==> src/rtl/sem_pkg.sv <==
package sem_pkg;

    // Frame geometry
    localparam int MAX_WIDTH   = 2048;
    localparam int CFG_W       = 12;
    localparam int ROW_W       = 12;
    localparam int MIN_DIM     = 3;
    localparam int PIXEL_W     = 8;

    // Gradient and result widths
    localparam int GRAD_W      = 11;
    localparam int SUM_W       = 10;
    localparam int MAG_W       = 11;

    // Queue between window stage and output stage
    localparam int QUEUE_DEPTH = 4;
    localparam int QCOUNT_W    = $clog2(QUEUE_DEPTH + 1);

    // Configuration register map
    localparam int APB_DATA_W  = 32;
    localparam int APB_ADDR_W  = 3;
    localparam int REG_IDX_W   = 1;
    localparam logic [REG_IDX_W-1:0] REG_IMAGE_WIDTH  = 1'b0;
    localparam logic [REG_IDX_W-1:0] REG_IMAGE_HEIGHT = 1'b1;
    localparam logic [CFG_W-1:0]     IMAGE_WIDTH_RST  = 12'd640;
    localparam logic [CFG_W-1:0]     IMAGE_HEIGHT_RST = 12'd480;

    typedef struct packed {
        logic [CFG_W-1:0] image_width;
        logic [CFG_W-1:0] image_height;
    } sem_cfg_t;

    typedef struct packed {
        logic signed [GRAD_W-1:0] grad_v;
        logic signed [GRAD_W-1:0] grad_h;
        logic                     last;
    } sem_grad_t;

endpackage

==> src/rtl/sem_back.sv <==
module sem_back (
    input  logic                      clk,
    input  logic                      rst_n,
    input  logic                      pop_valid,
    output logic                      pop,
    input  sem_pkg::sem_grad_t        pop_word,
    output logic                      out_valid,
    input  logic                      out_ready,
    output logic [sem_pkg::MAG_W-1:0] magnitude,
    output logic                      last
);

    logic                      out_valid_reg;
    logic [sem_pkg::MAG_W-1:0] magnitude_reg, magnitude_next;
    logic                      last_reg;
    logic [sem_pkg::GRAD_W-1:0] abs_v, abs_h;

    // Take a word whenever the output register is free or being drained
    assign pop = pop_valid && (!out_valid_reg || out_ready);

    // Absolute values and their sum
    assign abs_v = pop_word.grad_v[sem_pkg::GRAD_W-1] ? sem_pkg::GRAD_W'(-pop_word.grad_v)
                                                      : sem_pkg::GRAD_W'(pop_word.grad_v);
    assign abs_h = pop_word.grad_h[sem_pkg::GRAD_W-1] ? sem_pkg::GRAD_W'(-pop_word.grad_h)
                                                      : sem_pkg::GRAD_W'(pop_word.grad_h);
    assign magnitude_next = sem_pkg::MAG_W'(abs_v) + sem_pkg::MAG_W'(abs_h);

    always_ff @(posedge clk or negedge rst_n)
    begin
        if (!rst_n)
        begin
            out_valid_reg <= 1'b0;
        end
        else if (pop)
        begin
            out_valid_reg <= 1'b1;
        end
        else if (out_ready)
        begin
            out_valid_reg <= 1'b0;
        end
    end

    // Load the result word
    always_ff @(posedge clk)
    begin
        if (pop)
        begin
            magnitude_reg <= magnitude_next;
            last_reg      <= pop_word.last;
        end
    end

    assign out_valid = out_valid_reg;
    assign magnitude = magnitude_reg;
    assign last      = last_reg;

endmodule

==> config.mk <==
export PLATFORM = sky130hd
export DESIGN_NAME = sem_back
export DESIGN_NICKNAME = d
export VERILOG_FILES = /design/src/rtl/sem_pkg.sv /design/src/rtl/sem_back.sv
export SDC_FILE = /design/constraint.sdc
export NUM_CORES = 1
export LEC_CHECK = 0
export ABC_AREA = 1
export CORE_ASPECT_RATIO = 1.1
export CORE_MARGIN = 3
export CORE_UTILIZATION = 63
export CTS_CLUSTER_SIZE = 25
export DETAILED_ROUTE_END_ITERATION = 8
export DONT_BUFFER_PORTS = 1
export GPL_TIMING_DRIVEN = 0
export PLACE_DENSITY = 0.76
export SYNTH_ARGS = -nofsm -noshare
export SYNTH_HDL_FRONTEND = slang
export SYNTH_SLANG_ARGS = --single-unit
==> constraint.sdc <==
create_clock -name clk -period 1.9 [get_ports clk]
set_input_delay 0.38 -clock clk [delete_from_list [all_inputs] [get_ports clk]]
set_output_delay 0.38 -clock clk [all_outputs]
set_load 0.01 [all_outputs]
==> metrics.yaml <==
status: "finished, final reports clean"
combPwrFrac_pct: 47.5
report.final.slew_viol_count: 0
crit_type: "primary input to flip-flop"
cp_max_fo: 4
fp.dieW_um: 51.5
clock-sinks: 13
r2r_cells: 1
top_level_ports: 41
place_hpwl_um: 2260
setup_viol_count_final: 0
vias_per_cell: 5.32
placementRows: 17
syn_avg_cell_area_sq_um: 7.33
final_core_util_pct: 82.2
syn_area_sq_mm: 0.00144
instances_no_fill: 233
cp_top_family: "simple AND/OR/NAND/NOR gates"
drt_wl_total_um: 2940
core_area_sq_mm: 0.00208
cts_buffers: 3
n_antenna_cell: 0
wire_per_inst_um: 12.6
clkLatencyLatePin_ns: 0.27
power_density_mw_per_mm2: 646
worst-path-stages: 14
worstPathCellList: "inv_6 -> ha_4 -> nand3_4 -> nand2_4 -> nand2_2 -> xor2_1 -> ha_1 -> nand2_2 -> nor2_2 -> nand3b_1 -> nand3_2 -> nand2_1 -> inv_2 -> nor2_2"
synth_nets: 236
power.internal_mw: 0.685
ys_seq_elements: 13
drc_errors: 0
gp_congestion: 0.904
min_period_ns: 1.85
cp.arrival_ns: 1.89
initial_utilization_pct: 68.9
crit_required_ns: 1.94
vdd_ir_drop_max_v: 0.000383
port_buffers: 0
drive_gt1_share_pct: 32.7
grt_pass1_vias: 1147
die_area_sq_mm: 0.00289
switching_power_mw: 0.422
start_kind: "primary input"
hold_class: "primary input to flip-flop"
netlist_instances: 196
worst_pin_slew_ns: 0.738
grt_pass1_wl_um: 4380
firstDrtPassIters: 4
grt_remaining_overflow: 0
ys_seq_area_share_pct: 26.8
grt_max_degree: 14
num_vias: 1240
antenna_found_initial: 0
ys_warn_count: 0
die_h_um: 56.1
rsz0062_at_grt: "true"
ys_types: 29
drtIter0Drc: 34
drv_cap: 0
gr-usage-all-layers_pct: 19.6
pwr-share-seq_pct: 37.8
period_share_pct: 97.5
path_clk_slew_ns: 0.07
max_slew_margin_pct: 50.8
crit_path_top_delay_cell: "ha_1"
clock_skew_ns: 0.00260
hold_violations: 0
path_buf_inv: 2
cts-root-buf: "clkbuf_4"
nNetsFinal: 246
fmax_ghz: 0.540
largest_register_ffs: 11
critPathMaxStageDelay_ns: 0.38
clockPowerShare_pct: 14.7
p_leak_nw: 0.791
htreeDepth: 1
cts_buffer_depth: 2
swShare_pct: 38.1
dp.cells: 224
drtAntennaViolNets: 0
holdPathStages: 0
syn_to_final_growth_pct: 19.3
end_kind: "flip-flop"
post-layout-total-power_mw: 1.11
cts_tree: "done"
## layout by cell type, fill, tap and decap left out, types with 2 or more instances in the layout
master | synthesis | layout
o21ai_0 | 5 | 4
xnor2_1 | 3 | 3
nand3_1 | 8 | 7
a21oi_2 | 0 | 4
inv_1 | 32 | 26
xor2_1 | 19 | 18
inv_4 | 0 | 2
nor2_1 | 15 | 9
o21ai_1 | 1 | 2
nand3_2 | 3 | 3
nand2_2 | 5 | 9
ha_2 | 0 | 3
inv_2 | 7 | 9
nand4_1 | 3 | 3
buf_4 | 1 | 5
nand2_4 | 0 | 2
nor2_4 | 1 | 3
nor2_2 | 7 | 11
ha_4 | 0 | 3
edfxtp_1 | 12 | 12
ha_1 | 12 | 6
clkbuf_4 | 0 | 3
nand2_1 | 45 | 39
nand3b_1 | 2 | 2
## power by group through the flow
stage	clock (mW)	combinational [mW]	sequential [mW]
finish	0.163	0.526	0.419
CTS	0.166	0.450	0.420
global route	0.182	0.584	0.423
global placement	0	0.425	0.424
floorplan	0	0.374	0.422
detailed placement	0	0.442	0.426
## cell families (layout without fill, tap and decap cells)
family          after synthesis  in the layout  share of synthesized area (%)
compound gates               17             17                           7.58
xor+xnor                     22             22                           13.4
fa+ha+maj                    13             13                           11.8
buf+inv                      41             50                           11.1
flops                        13             13                           26.8
simple gates                 90             90                           29.3
## cells in the mapped netlist (all sizes together)
cell	n	area share [%]
nand2	50	14
inv	39	10
nor2	23	7.8
xor2	19	12
edfxtp	12	25
ha	12	10
nand3	11	4.9
o21ai	7	2.7
a21oi	6	2.9
nand4	3	1.3
xnor2	3	1.8
buf	2	0.87
nand3b	2	1.0
a21o	1	0.52
a31oi	1	0.44
dfrtp	1	1.7
fa	1	1.4
nor3	1	0.35
o21bai	1	0.52
o31ai	1	0.52
## path summary, 6_finish.rpt
check                                           start                      end  slack [ns]
worst max-delay path                      pop_word[1]  magnitude[10]$_DFFE_PP_        0.05
worst min-delay path                      pop_word[0]           last$_DFFE_PP_        0.20
worst max register to register  out_valid$_DFFE_PN0P_           last$_DFFE_PP_        0.48
worst min register to register  out_valid$_DFFE_PN0P_    out_valid$_DFFE_PN0P_        0.62
max in group asynchronous                       rst_n    out_valid$_DFFE_PN0P_        1.50
min in group asynchronous                       rst_n    out_valid$_DFFE_PN0P_        0.30
## through the flow
| step | hold slack (ns) | cell area, sq um | setup slack, ns | setup TNS, ns |
|---|---|---|---|---|
| 2_1_floorplan | 0.0844 | 1520 | -0.106 | -0.336 |
| 3_3_place_gp | 0.0844 | 1550 | -0.258 | -1.05 |
| 3_5_place_dp | 0.0845 | 1550 | -0.297 | -1.26 |
| 4_1_cts | 0.193 | 1590 | 0.0144 | 0 |
| 5_1_grt | 0.178 | 1710 | -0.0658 | -0.103 |
| 6_report | 0.198 | 1710 | 0.0479 | 0 |
## routing by layer
layer	routed length, um	part of all wire, %	vias to the layer above	track usage (%)
li1	-	-	635	-
met1	1140	39	554	20.7
met2	1580	54	44	35.8
met3	154	5.2	7	2.95
met4	60	2.0	0	10.5
met5	0	0	-	0
## cell type report
| type | instances | area [sq um] |
|---|---|---|
| tap | 28 | 35.0 |
| clock buffer | 4 | 26.3 |
| fill | 139 | 372 |
| multi-input combinational | 142 | 1040 |
| timing repair buffer | 5 | 40.0 |
| buffer | 2 | 12.5 |
| inverter | 39 | 169 |
| sequential | 13 | 385 |
## timing repair
| action | CTS | global route |
|---|---|---|
| setup endpoints to repair | 2 | 5 |
| endpoints found under the hold margin | 1 | 0 |
| resized for setup | 2 | 25 |
| pin swaps | 0 | 16 |
| buffers inserted | 0 | 4 |
| hold buffers | 1 | 0 |
Power figures use the tool's default switching activity.
