<file path="config.mk">
export PLATFORM = sky130hd
export DESIGN_NAME = sem_queue
export DESIGN_NICKNAME = d
export VERILOG_FILES = /design/src/rtl/sem_pkg.sv /design/src/rtl/sem_queue.sv
export SDC_FILE = /design/constraint.sdc
export NUM_CORES = 1
export LEC_CHECK = 0
export BUFFER_PORTS_ARGS = -buffer_cell sky130_fd_sc_hd__buf_2
export CORE_ASPECT_RATIO = 0.8
export CORE_MARGIN = 10
export CORE_UTILIZATION = 35
export CTS_CLUSTER_DIAMETER = 100
export CTS_CLUSTER_SIZE = 10
export DETAILED_ROUTE_END_ITERATION = 8
export PLACE_DENSITY_LB_ADDON = 0.1
export SLEW_MARGIN = 10
export SYNTH_ARGS = -nofsm -noshare
export SYNTH_HDL_FRONTEND = slang
export SYNTH_SLANG_ARGS = --single-unit
</file>
<file path="constraint.sdc">
create_clock -name clk -period 4.9 [get_ports clk]
set_clock_uncertainty 0.15 [all_clocks]
set_input_delay 0.49 -clock clk [delete_from_list [all_inputs] [get_ports clk]]
set_output_delay 0.49 -clock clk [all_outputs]
set_load 0.02 [all_outputs]
</file>
<file path="src/rtl/sem_pkg.sv">
package sem_pkg;

    // Frame geometry
    localparam int MAX_WIDTH   = 2048;
    localparam int CFG_W       = 12;
    localparam int ROW_W       = 12;
    localparam int MIN_DIM     = 3;
    localparam int PIXEL_W     = 8;

    // Gradient and result widths
    localparam int GRAD_W      = 11;
    localparam int SUM_W       = 10;
    localparam int MAG_W       = 11;

    // Queue between window stage and output stage
    localparam int QUEUE_DEPTH = 4;
    localparam int QCOUNT_W    = $clog2(QUEUE_DEPTH + 1);

    // Configuration register map
    localparam int APB_DATA_W  = 32;
    localparam int APB_ADDR_W  = 3;
    localparam int REG_IDX_W   = 1;
    localparam logic [REG_IDX_W-1:0] REG_IMAGE_WIDTH  = 1'b0;
    localparam logic [REG_IDX_W-1:0] REG_IMAGE_HEIGHT = 1'b1;
    localparam logic [CFG_W-1:0]     IMAGE_WIDTH_RST  = 12'd640;
    localparam logic [CFG_W-1:0]     IMAGE_HEIGHT_RST = 12'd480;

    typedef struct packed {
        logic [CFG_W-1:0] image_width;
        logic [CFG_W-1:0] image_height;
    } sem_cfg_t;

    typedef struct packed {
        logic signed [GRAD_W-1:0] grad_v;
        logic signed [GRAD_W-1:0] grad_h;
        logic                     last;
    } sem_grad_t;

endpackage

</file>
<file path="src/rtl/sem_queue.sv">
module sem_queue (
    input  logic                         clk,
    input  logic                         rst_n,
    input  logic                         push_valid,
    input  sem_pkg::sem_grad_t           push_word,
    output logic                         pop_valid,
    input  logic                         pop,
    output sem_pkg::sem_grad_t           pop_word,
    output logic [sem_pkg::QCOUNT_W-1:0] count
);

    localparam int PTR_W = (sem_pkg::QUEUE_DEPTH > 1) ? $clog2(sem_pkg::QUEUE_DEPTH) : 1;

    sem_pkg::sem_grad_t          entry_reg [sem_pkg::QUEUE_DEPTH];
    logic [PTR_W-1:0]            wr_ptr_reg, wr_ptr_next;
    logic [PTR_W-1:0]            rd_ptr_reg, rd_ptr_next;
    logic [sem_pkg::QCOUNT_W-1:0] count_reg, count_next;
    logic                        do_pop;

    assign do_pop    = pop && (count_reg != '0);
    assign pop_valid = count_reg != '0;
    assign pop_word  = entry_reg[rd_ptr_reg];
    assign count     = count_reg;

    // Advance pointers with wrap at the queue depth
    always_comb
    begin
        wr_ptr_next = wr_ptr_reg;
        rd_ptr_next = rd_ptr_reg;
        count_next  = count_reg;
        if (push_valid)
        begin
            wr_ptr_next = (wr_ptr_reg == PTR_W'(sem_pkg::QUEUE_DEPTH - 1)) ? '0
                        : wr_ptr_reg + PTR_W'(1);
        end
        if (do_pop)
        begin
            rd_ptr_next = (rd_ptr_reg == PTR_W'(sem_pkg::QUEUE_DEPTH - 1)) ? '0
                        : rd_ptr_reg + PTR_W'(1);
        end
        if (push_valid && !do_pop)
        begin
            count_next = count_reg + sem_pkg::QCOUNT_W'(1);
        end
        else if (!push_valid && do_pop)
        begin
            count_next = count_reg - sem_pkg::QCOUNT_W'(1);
        end
    end

    always_ff @(posedge clk or negedge rst_n)
    begin
        if (!rst_n)
        begin
            wr_ptr_reg <= '0;
            rd_ptr_reg <= '0;
            count_reg  <= '0;
        end
        else
        begin
            wr_ptr_reg <= wr_ptr_next;
            rd_ptr_reg <= rd_ptr_next;
            count_reg  <= count_next;
        end
    end

    // Store incoming word
    always_ff @(posedge clk)
    begin
        if (push_valid)
        begin
            entry_reg[wr_ptr_reg] <= push_word;
        end
    end

endmodule

</file>
==> results.toml <==
[clocking]
cts_hold_buffers = 1
path_clk_slew_ns = 0.06
clock_sinks = 99
cts_tree = "built"
clock_latency_ns = 0.33
postCtsSetupBuffers = 0
ctsResizeCount = 0
ctsRootBufferMaster = "clkbuf_16"
clockBufferDepth = 2
htreeDepth = 3
cts_made_buffers = 9

[placement]
place.gp.congestion = 0.6496
post_dp_cell_area_sq_mm = 0.004184
dp_hpwl_microns = 4509
io_buffer_count = 53

[setup_path]
critPathLaunch = "rd_ptr_reg[0]"
r2r-end = "count[2]"
crit_fanout = 26
r2r_slack_ns = 2.67
worstReg2RegStart = "count[0]"
end_kind = "output pin"
worstSetupStartpointType = "flop"
required_ns = 4.26
cp_data_arrival_time_ns = 2.06
crit_type = "flop to output pin"
r2r_cells = 8

[synthesis]
synth_seq_area_share = 0.7775
synth_cell_types = 19
yosys_register_bits = 99
yosysWarnings = 0
syn_nets = 191
synthCells = 157
syn_area_sq_mm = 0.003779
syn-mean-instance-area_sq_um = 24.07

[timing]
rsz0062_at_grt = "false"
fin_setup_tns_ns = 0
period_needed_ns = 2.695
fmax_mhz = 371.0
finalSetupViolCount = 0
timing.final.crit_share = 0.5500
final_max_slew_viol_count = 0
relSlewSlack = 0.2392
tightest_slew_ns = 1.141
hold_viol = 0

[floorplan]
fp.dieW_microns = 136.2
die_area_sq_mm = 0.01538
coreArea_sq_mm = 0.01041
die_h_microns = 112.9
core.rowCount = 33
start_util = 0.3632
design.portCount = 54

[route]
post-route-drc-count = 0
viasPerCell = 4.698
drtAntennaViolNets = 0
drt-initial-drc-count = 92
wire_per_inst_microns = 18.98
route.vias.total = 1710
routed_wl_microns = 6907
first_pass_iters = 4

[pwr]
power_w = 0.002720
p_clk_frac = 0.264
ir_drop_mv = 0.1870
pwr_density_cell_mw_per_mm2 = 604.2
p_int_w = 0.001888
leakagePower_nw = 1.586
p_comb_frac = 0.281
p_seq_frac = 0.455
p_switching_w = 0.0008321
power.share.switching = 0.3059

[finish]
nets = 254
drive_above_1_share = 0.4196
largest_reg_flops = 92
syn_to_final_growth_pct = 19.14
fillCellCount = 897
multi_input_area_sq_um = 763.2
seq_area_sq_mm = 0.002939
n_antenna_cell = 0
fin_area_sq_mm = 0.004502

[hold_path]
hp-class = "primary input to flop"
hp-start = "push_word[11]"
min_to = "entry_reg[1][11]"
min_path_cells = 1

[global_route]
grt_pass1_vias = 1964
overflow = 0
antenna_found_initial = 0
grt_max_degree = 27
grt_pass1_wl_microns = 10930
grt_util_all_layers = 0.09365

[run_status]
status = "finished clean"

[job]
drv_cap = 0
cell type report:
class | instances | area share
Tap cell | 140 | 0.03891
Timing Repair Buffer | 58 | 0.06782
Inverter | 3 | 0.002501
Sequential cell | 99 | 0.6529
Clock inverter | 5 | 0.01751
Multi-Input combinational cell | 49 | 0.1695
Clock buffer | 10 | 0.05086
how the worst max path moves through the flow:
stage,cells after the start,endpoint
after CTS,2,pop_word[8]
after global routing,2,pop_word[7]
after detailed placement,2,pop_word[8]
after floorplan,8,count[2]
after global placement,2,pop_word[18]
final,2,pop_word[8]
critical path, cell delays in order, from the launching register on:
cell	delay [ns]
dfrtp_2	0.90
mux4_1	0.64
buf_2	0.18
power groups by stage:
stage | Combinational (W) | Sequential, W | Clock [W]
global route | 0.000830 | 0.00127 | 0.000779
floorplan | 0.000639 | 0.00116 | 0
CTS | 0.000792 | 0.00125 | 0.000739
global placement | 0.000776 | 0.00125 | 0
detailed placement | 0.000787 | 0.00127 | 0
finish | 0.000763 | 0.00124 | 0.000719
Yosys cell counts:
cell type | instances | area [sq um]
inv_1 | 3 | 11.26
mux4_2 | 18 | 405.4
buf_2 | 3 | 15.01
dfrtp_1 | 7 | 175.2
xnor2_1 | 1 | 8.760
fa_1 | 1 | 20.02
nor2_1 | 3 | 11.26
or3_4 | 1 | 11.26
buf_6 | 1 | 11.26
nand2_2 | 1 | 6.260
o21ai_0 | 2 | 10.01
edfxtp_1 | 92 | 2763
and2_1 | 4 | 25.02
nand2_1 | 2 | 7.510
ha_1 | 6 | 75.07
mux4_1 | 5 | 131.4
buf_12 | 2 | 40.04
mux2_2 | 3 | 33.78
xor2_1 | 2 | 17.52
placed cells by master, fill, tap and decap left out, drive strengths merged, types with 3 or more instances in the layout:
master	n
and2	4
buf	57
clkbuf	10
dfrtp	7
edfxtp	92
ha	6
inv	3
mux2	3
mux4	23
nand2	3
nor2	3
metrics by stage:
| stage | hold slack, ns | utilization | worst slack, ns | std cells |
|---|---|---|---|---|
| 5_1_grt | 0.2075 | 0.4327 | 2.020 | 364 |
| 4_1_cts | 0.2122 | 0.4327 | 2.113 | 364 |
| 2_1_floorplan | 0.04441 | - | 2.636 | 157 |
| 3_3_place_gp | 0.1788 | 0.4021 | 2.490 | 348 |
| 3_5_place_dp | 0.1858 | 0.4021 | 2.482 | 348 |
| 6_report | 0.2235 | 0.4327 | 2.205 | 364 |
cell families after synthesis:
kind of cell	Yosys count	share of synthesized area
flip-flops	99	0.7775
multiplexers	26	0.1510
AND/OR/NAND/NOR	11	0.01623
buffers and inverters	9	0.02053
adder cells (fa/ha/maj)	7	0.02517
XOR/XNOR	3	0.006955
AO/OA/AOI/OAI	2	0.002649
routing by layer:
layer | global-route usage | vias up | wire length [microns]
li1 | - | 770 | -
met1 | 0.1040 | 897 | 2823
met2 | 0.1607 | 37 | 3628
met3 | 0.03669 | 6 | 392
met4 | 0.03189 | 0 | 62
met5 | 0 | - | 0
Power figures use the tool's default switching activity.
